$ cat config.mk
export PLATFORM = sky130hd
export DESIGN_NAME = srt_ctrl
export DESIGN_NICKNAME = d
export VERILOG_FILES = /design/src/hdl/srt_pkg.sv /design/src/hdl/srt_ctrl.sv
export SDC_FILE = /design/constraint.sdc
export NUM_CORES = 1
export LEC_CHECK = 0
export ABC_AREA = 0
export CAP_MARGIN = 20
export CORE_AREA = 2 2 39 41
export DETAILED_ROUTE_END_ITERATION = 8
export DIE_AREA = 0 0 41 43
export DONT_BUFFER_PORTS = 1
export SLEW_MARGIN = 20
export SYNTH_ARGS = -nofsm -noshare
export SYNTH_HDL_FRONTEND = slang
export SYNTH_SLANG_ARGS = --single-unit
export TNS_END_PERCENT = 20
$ cat constraint.sdc
create_clock -name clock -period 2.5 [get_ports clock]
set_clock_uncertainty 0.1 [all_clocks]
set_input_delay 0.25 -clock clock [delete_from_list [all_inputs] [get_ports clock]]
set_output_delay 0.25 -clock clock [all_outputs]
set_load 0.01 [all_outputs]
$ cat src/hdl/srt_pkg.sv
// Shared types and codes for the sparse radix table.
// No dependencies; every other file of the block but srt_ram refers to this package.
`default_nettype none

package srt_pkg;

   localparam int TOTAL_W = 25;
   localparam int KEY_W   = 24;

   typedef enum logic [1:0] {
      ACT_LOOKUP = 2'd0,
      ACT_INSERT = 2'd1,
      ACT_DELETE = 2'd2,
      ACT_SPARE  = 2'd3
   } action_type;

   typedef enum logic [1:0] {
      STS_OK      = 2'd0,
      STS_MISSING = 2'd1,
      STS_PRESENT = 2'd2,
      STS_NO_NODE = 2'd3
   } status_type;

   typedef enum logic [3:0] {
      ST_CLEAR, ST_IDLE, ST_WALK_RD, ST_WALK_CHK, ST_DECIDE, ST_POP_RD, ST_POP,
      ST_FILL_INC, ST_LEAF_WR, ST_LEAF_INC, ST_DEL_LEAF, ST_DEL_DEC, ST_DEL_CHK,
      ST_DONE
   } ctrl_state_type;

   typedef enum logic [3:0] {
      OP_NONE, OP_CLEAR, OP_LOAD, OP_WALK_RD, OP_WALK_CHK, OP_DECIDE, OP_POP_RD,
      OP_POP, OP_FILL_INC, OP_LEAF_WR, OP_LEAF_INC, OP_DEL_LEAF, OP_DEL_DEC,
      OP_DEL_CHK, OP_PUBLISH
   } dp_op_type;

   typedef struct packed {
      logic clear_done;
      logic root_valid;
      logic slot_valid;
      logic lvl_zero;
      logic lvl_one;
      logic lvl_top;
      logic r_zero;
      logic hit;
      logic no_node;
      logic is_insert;
      logic is_delete;
      logic fill_zero;
      logic out_busy;
   } dp_status_type;

endpackage

`default_nettype wire

$ cat src/hdl/srt_ctrl.sv
// Controller state machine of the sparse radix table.
// Depends on srt_pkg; drives srt_dp through one operation code per cycle.
`default_nettype none

module srt_ctrl (
   input  wire logic                  clock,
   input  wire logic                  reset,
   input  wire logic                  req_valid,
   output logic                       req_ready,
   input  wire srt_pkg::dp_status_type sts,
   output srt_pkg::dp_op_type         op
);

   srt_pkg::ctrl_state_type state_ff, state_in;

   always_ff @(posedge clock) begin
      if (reset) begin
         state_ff <= srt_pkg::ST_CLEAR;
      end else begin
         state_ff <= state_in;
      end
   end

   always_comb begin
      state_in = state_ff;
      unique case (state_ff)
         srt_pkg::ST_CLEAR:    if (sts.clear_done) state_in = srt_pkg::ST_IDLE;
         srt_pkg::ST_IDLE: begin
            if (req_valid) begin
               state_in = sts.root_valid ? srt_pkg::ST_WALK_RD : srt_pkg::ST_DECIDE;
            end
         end
         srt_pkg::ST_WALK_RD:  state_in = srt_pkg::ST_WALK_CHK;
         srt_pkg::ST_WALK_CHK: begin
            state_in = (sts.slot_valid && !sts.lvl_zero) ? srt_pkg::ST_WALK_RD
                                                          : srt_pkg::ST_DECIDE;
         end
         srt_pkg::ST_DECIDE: begin
            priority if (sts.is_insert) begin
               priority if ((sts.r_zero && sts.hit) || sts.no_node) begin
                  state_in = srt_pkg::ST_DONE;
               end else if (sts.r_zero) begin
                  state_in = srt_pkg::ST_LEAF_WR;
               end else begin
                  state_in = srt_pkg::ST_POP_RD;
               end
            end else if (sts.is_delete && sts.hit) begin
               state_in = srt_pkg::ST_DEL_LEAF;
            end else begin
               state_in = srt_pkg::ST_DONE;
            end
         end
         srt_pkg::ST_POP_RD:   state_in = srt_pkg::ST_POP;
         srt_pkg::ST_POP:      state_in = sts.root_valid ? srt_pkg::ST_FILL_INC
                                                         : srt_pkg::ST_POP_RD;
         srt_pkg::ST_FILL_INC: state_in = sts.lvl_one ? srt_pkg::ST_LEAF_WR
                                                      : srt_pkg::ST_POP_RD;
         srt_pkg::ST_LEAF_WR:  state_in = srt_pkg::ST_LEAF_INC;
         srt_pkg::ST_LEAF_INC: state_in = srt_pkg::ST_DONE;
         srt_pkg::ST_DEL_LEAF: state_in = srt_pkg::ST_DEL_DEC;
         srt_pkg::ST_DEL_DEC:  state_in = srt_pkg::ST_DEL_CHK;
         srt_pkg::ST_DEL_CHK: begin
            state_in = (!sts.fill_zero || sts.lvl_top) ? srt_pkg::ST_DONE
                                                       : srt_pkg::ST_DEL_DEC;
         end
         srt_pkg::ST_DONE:     if (!sts.out_busy) state_in = srt_pkg::ST_IDLE;
         default:              state_in = srt_pkg::ST_CLEAR;
      endcase
   end

   always_comb begin
      req_ready = 1'b0;
      op        = srt_pkg::OP_NONE;
      unique case (state_ff)
         srt_pkg::ST_CLEAR:    op = srt_pkg::OP_CLEAR;
         srt_pkg::ST_IDLE: begin
            req_ready = 1'b1;
            if (req_valid) op = srt_pkg::OP_LOAD;
         end
         srt_pkg::ST_WALK_RD:  op = srt_pkg::OP_WALK_RD;
         srt_pkg::ST_WALK_CHK: op = srt_pkg::OP_WALK_CHK;
         srt_pkg::ST_DECIDE:   op = srt_pkg::OP_DECIDE;
         srt_pkg::ST_POP_RD:   op = srt_pkg::OP_POP_RD;
         srt_pkg::ST_POP:      op = srt_pkg::OP_POP;
         srt_pkg::ST_FILL_INC: op = srt_pkg::OP_FILL_INC;
         srt_pkg::ST_LEAF_WR:  op = srt_pkg::OP_LEAF_WR;
         srt_pkg::ST_LEAF_INC: op = srt_pkg::OP_LEAF_INC;
         srt_pkg::ST_DEL_LEAF: op = srt_pkg::OP_DEL_LEAF;
         srt_pkg::ST_DEL_DEC:  op = srt_pkg::OP_DEL_DEC;
         srt_pkg::ST_DEL_CHK:  op = srt_pkg::OP_DEL_CHK;
         srt_pkg::ST_DONE:     if (!sts.out_busy) op = srt_pkg::OP_PUBLISH;
         default:              op = srt_pkg::OP_NONE;
      endcase
   end

endmodule

`default_nettype wire

==> flow_summary.toml, run 1 <==
[clocking]
cts_resized = 0
clk_path_buf_depth = 2
cts_max_level = 1
cts_root_buffer = "clkbuf_4"
clkSlewWorstSetupHoldPaths_ns = 0.04
cts-buffers-inserted = 3
clk_latency_ns = 0.24
cts.sinks = 4
cts_tree = "yes"

[grt]
grt_start_max_net_pins = 24
antenna_found_initial = 0
track_usage_pct = 14.2
grt_pass1_wl_mm = 1.78
grt_pass1_vias = 429
overflow = 0

[cells_and_area]
regMostFlops = "state_ff"
fin_nets = 90
layout_common_cells = "8 x nand2_1, 8 x o21ai_0, 5 x nand3_1"
multiInputGateArea_um2 = 369
n_antenna_cell = 0
syn_to_final_growth_pct = 5.36
regArea_um2 = 80.1
n_fill_cell = 156
largest_reg_flops = 4
layout-drive-gt1-share_pct = 8.33
top_regs = "state_ff (4)"
post-route-util_pct = 37.3

[power_and_ir_drop]
p_per_area_nw_per_um2 = 545
seq_power_share_pct = 37.7
combPwrFrac_pct = 34.0
pwr-share-clk_pct = 28.3
p_sw_share_pct = 39.5
p_total_uw = 281
p_switching_uw = 111
p_int_uw = 170
ir_worst_vdd_v = 0.000235
leakage_nw = 0.174

[timing]
finalSetupTns_ns = 0
worst_pin_slew_ns = 0.718
holdWs_ns = 0.0297
timing.slew.headroom_pct = 52.1
setup-violations-final = 0
hold_viol = 0
fin_crit_sh_pct = 73.3
fmaxAchievable_mhz = 546
rsz0062_at_grt = "false"
fin_crit_ns = 1.83
report.final.slew_viol_count = 0

[setup_path]
crit_chain = "a21oi_1, o21ai_0, o21ai_0"
critPathMostFrequentCell = "o21ai_0"
slowest_stage = "dfxtp_1"
crit_type = "reg -> out"
cpPeakStageDelay_ns = 0.77
startpoint_type = "flip-flop"
cp-end-kind = "output port"
worstPathArrival_ns = 1.48
required_ns = 2.15
crit_fanout = 23

[floorplanning]
die_y_um = 43
fp.dieW_um = 41
core-area_um2 = 1380
num_rows = 14
die_area_um2 = 1760
start_util_pct = 35.4
ioPinCount = 21

[synth]
ys_seq_elements = 4
synth_compound_area_share_pct = 38.5
synth_top_family_by_area = "compound AO/OA/AOI/OAI gates"
async_reset_ff_share_pct = 0
syn_area_per_cell_um2 = 6.63
synth_edf_count = 0
yosysWarnings = 0
ys_types = 35
synthesis.instances = 74
synth_xor_xnor_area_share_pct = 0
yosysSeqAreaShare_pct = 16.3
synth_area_um2 = 490
ys.flop_type = "dfxtp_1"
synthMuxAreaShare_pct = 4.08
synth_fa_ha_area_share_pct = 0
synth_fp_nets = 90
synthSimpleGateAreaFrac_pct = 32.7

[routing]
drcViolationCount = 0
drtIter0Drc = 22
postRouteAntennaNets = 0
dr.pass1.iters = 4
vias = 542
drt-total-wl_mm = 1.25
routedWlPerCell_um = 14.2
viasPerCell = 6.16

[run_status]
status = "finished clean"

[placed_design]
placement.io_buffers = 0
dp_hpwl_um = 910
place_congestion = 0.862

[worst_hold_path]
hp-class = "in -> reg"

[job]
maxCapViolCount = 0
-- cell families after synthesis --
group / after synthesis
muxes: 2
and+or+nand+nor: 30
AOI/OAI and AO/OA: 28
DFF: 4
buffers and inverters: 10
-- through the flow --
stage,instance area [µm²],cells,setup WS (ns)
4_1_cts,517,88,0.671
3_5_place_dp,484,84,0.748
2_1_floorplan,490,74,1.09
3_3_place_gp,484,84,0.776
5_1_grt,517,88,0.473
6_report,517,88,0.668
-- synthesized netlist by cell type (2+ instances only) --
master	instances	area share [%]
a21oi_1	4	4.1
a31oi_1	4	5.1
buf_2	3	3.1
clkbuf_1	2	1.5
dfxtp_1	4	16
inv_1	2	1.5
inv_2	2	1.5
mux2i_1	2	4.1
nand2_1	8	6.1
nand2b_1	2	2.6
nand3_1	5	5.1
nor2_1	4	3.1
nor2b_1	2	2.6
o21ai_0	8	8.2
or3_1	2	2.6
-- cell type report --
class / instances / area share, %
multi-input cells: 60 / 71.4
clock buffers: 3 / 4.36
inverters: 4 / 2.91
flip-flops and latches: 4 / 15.5
repair buffers: 1 / 1.94
well taps: 16 / 3.87
-- power groups by stage --
stage	sequential [mW]	clock (mW)	combinational (mW)
floorplan	0.0788	0	0.107
global placement	0.106	0	0.0938
detailed placement	0.106	0	0.0940
CTS	0.105	0.0811	0.0962
global route	0.111	0.0856	0.108
finish	0.106	0.0796	0.0957
-- metal layers --
layer / wire [µm] / vias up / GRT usage, %
met5: 0 / - / 0
met4: 0 / 0 / 4.00
met3: 118 / 0 / 3.66
met2: 544 / 26 / 20.6
met1: 588 / 237 / 20.2
li1: - / 279 / -
-- critical path: cells and delay by family (launching register included) --
kind | cells | cell delay, ns
AO/OA/AOI/OAI | 3 | 0.47
flip-flops | 1 | 0.77
-- final timing paths --
check        cells past startpoint                      from                  endpoint  slack [ns]
max                              3  state_ff[0]$_SDFFE_PP0P_                     op[3]        0.67
min                              1                     reset  state_ff[2]$_SDFFE_PP0P_        0.03
max reg2reg                      5  state_ff[1]$_SDFFE_PP0P_  state_ff[0]$_SDFFE_PP0P_        0.72
min reg2reg                      2  state_ff[2]$_SDFFE_PP0P_  state_ff[1]$_SDFFE_PP0P_        0.64
-- repair_timing --
| action | CTS | global route |
|---|---|---|
| endpoints found under the hold margin | 2 | 0 |
| hold buffers | 1 | 0 |
| setup buffers | 0 | 0 |
Power figures use the tool's default switching activity.
==> run 2: changes to the inputs <==
clock period = 1.55 ns   (was 2.5 ns; I/O delays follow)
==> run 2 against run 1 <==
Effect of this change: cell area up 21%; count of clock-buffer cells in the layout stayed put; clock power up 66%; first-iteration DRC count fell by 36%; cell count is 14% higher; setup slack got worse by 0.59 ns; power up 84%; largest cell class unchanged; largest power group is now combinational logic.
==> flow_summary.toml, run 2 (same netlist as run 1, synthesis figures left out) <==
[clocking]
cts_root_buffer = "clkbuf_4"
clk_latency_ns = 0.24
cts-buffers-inserted = 3
cts_max_level = 1
cts.sinks = 4
clkSlewWorstSetupHoldPaths_ns = 0.04
cts_tree = "yes"
clk_path_buf_depth = 2

[routing]
dr.pass1.iters = 4
drtIter0Drc = 14
viasPerCell = 5.96
routedWlPerCell_um = 14.1
vias = 596
drt-total-wl_mm = 1.41
postRouteAntennaNets = 0
drcViolationCount = 0

[setup_path]
crit_fanout = 7
crit_type = "reg -> reg"
required_ns = 1.56
critPathTopFamily = "compound AO/OA/AOI/OAI gates"
crit_chain = "clkbuf_2, nor2b_1, a32oi_1, o211a_1, a211oi_1, o32ai_1"
cpPeakStageDelay_ns = 0.36
startpoint_type = "flip-flop"
slowest_stage = "dfxtp_4"
critPathBufInv = 1
worstPathArrival_ns = 1.49
cp-end-kind = "flip-flop"

[cells_and_area]
n_antenna_cell = 0
regMostFlops = "state_ff"
fin_nets = 102
layout-drive-gt1-share_pct = 25.0
layout_common_cells = "9 x buf_4, 8 x nand2_1, 6 x o21ai_0"
largest_reg_flops = 4
syn_to_final_growth_pct = 27.8
final_common_cell = "buf_4"
post-route-util_pct = 45.3
top_regs = "state_ff (4)"
n_fill_cell = 148

[timing]
fin_ws_ns = 0.0757
timing.slew.headroom_pct = 77.9
fmaxAchievable_mhz = 678
worst_pin_slew_ns = 0.326
hold_viol = 0
report.final.slew_viol_count = 0
fin_crit_ns = 1.47
fin_crit_sh_pct = 95.1
setup-violations-final = 0

[grt]
grt_start_max_net_pins = 16
track_usage_pct = 18.2
grt_pass1_vias = 529
overflow = 0
antenna_found_initial = 0
grt_pass1_wl_mm = 2.21

[floorplanning]
die_area_um2 = 1760
core-area_um2 = 1380
fp.dieW_um = 41
ioPinCount = 21
start_util_pct = 35.4
num_rows = 14
die_y_um = 43

[run_status]
status = "finished clean"

[job]
maxCapViolCount = 0

[power_and_ir_drop]
p_per_area_nw_per_um2 = 824
leakage_nw = 0.240
ir_worst_vdd_v = 0.000412

[placed_design]
dpl_worst_slack_ns = 0.0974
dp_hpwl_mm = 1.02
place_congestion = 0.853
placement.io_buffers = 0

[worst_hold_path]
hp-class = "in -> reg"
## run 2: cell types whose count changed in the layout (fill, tap and decap cells not counted), sizes merged
cell and change:
buf +11, clkbuf +1
## run 2: metrics by stage
stage / std cells / hold WS (ns) / TNS [ns] / instance area (µm²) / total power [mW]
finish: 100 / 0.00747 / 0 / 627 / 0.517
global route: 100 / 0.0188 / -0.0192 / 627 / 0.564
CTS: 96 / 0.000770 / 0 / 582 / 0.499
detailed placement: 92 / 0.122 / 0 / 544 / 0.356
global placement: 92 / 0.122 / 0 / 544 / 0.353
floorplan: 74 / 0.120 / 0 / 490 / 0.299
## run 2: metal layers
layer | up-vias | share of wire [%] | global-route usage, %
li1 | 302 | - | -
met1 | 265 | 45 | 23.5
met2 | 27 | 47 | 27.5
met3 | 2 | 7.5 | 5.24
met4 | 0 | 0.71 | 6.67
met5 | - | 0 | 0
## run 2: area by class of cell
type	count	area [µm²]	share of cell area (%)
Tap cell	16	20.0	3.19
Multi-Input combinational cell	60	380	60.7
Sequential cell	4	83.8	13.4
Timing Repair Buffer	13	105	16.8
Inverter	4	15.0	2.40
Clock buffer	3	22.5	3.59
## run 2: path summary, 6_finish.rpt
path	from	end	slack (ns)	cells after the start
setup / recovery	state_ff[3]$_SDFFE_PP0P_	state_ff[2]$_SDFFE_PP0P_	0.08	6
hold / removal	sts[11]	state_ff[1]$_SDFFE_PP0P_	0.007	2
setup reg to reg	state_ff[3]$_SDFFE_PP0P_	state_ff[2]$_SDFFE_PP0P_	0.08	6
hold reg to reg	state_ff[0]$_SDFFE_PP0P_	state_ff[2]$_SDFFE_PP0P_	0.54	2
## run 2: timing repair
action | CTS | global route
hold buffers | 1 | 0
setup endpoints to repair | 2 | 2
gates resized for setup | 3 | 5
endpoints found under the hold margin | 3 | 0
buffers inserted | 0 | 4
## run 2: where the power goes
part	total [mW]	internal, mW	switching, mW
logic	0.250	0.116	0.135
registers	0.134	0.115	0.0188
clock network	0.132	0.0868	0.0452
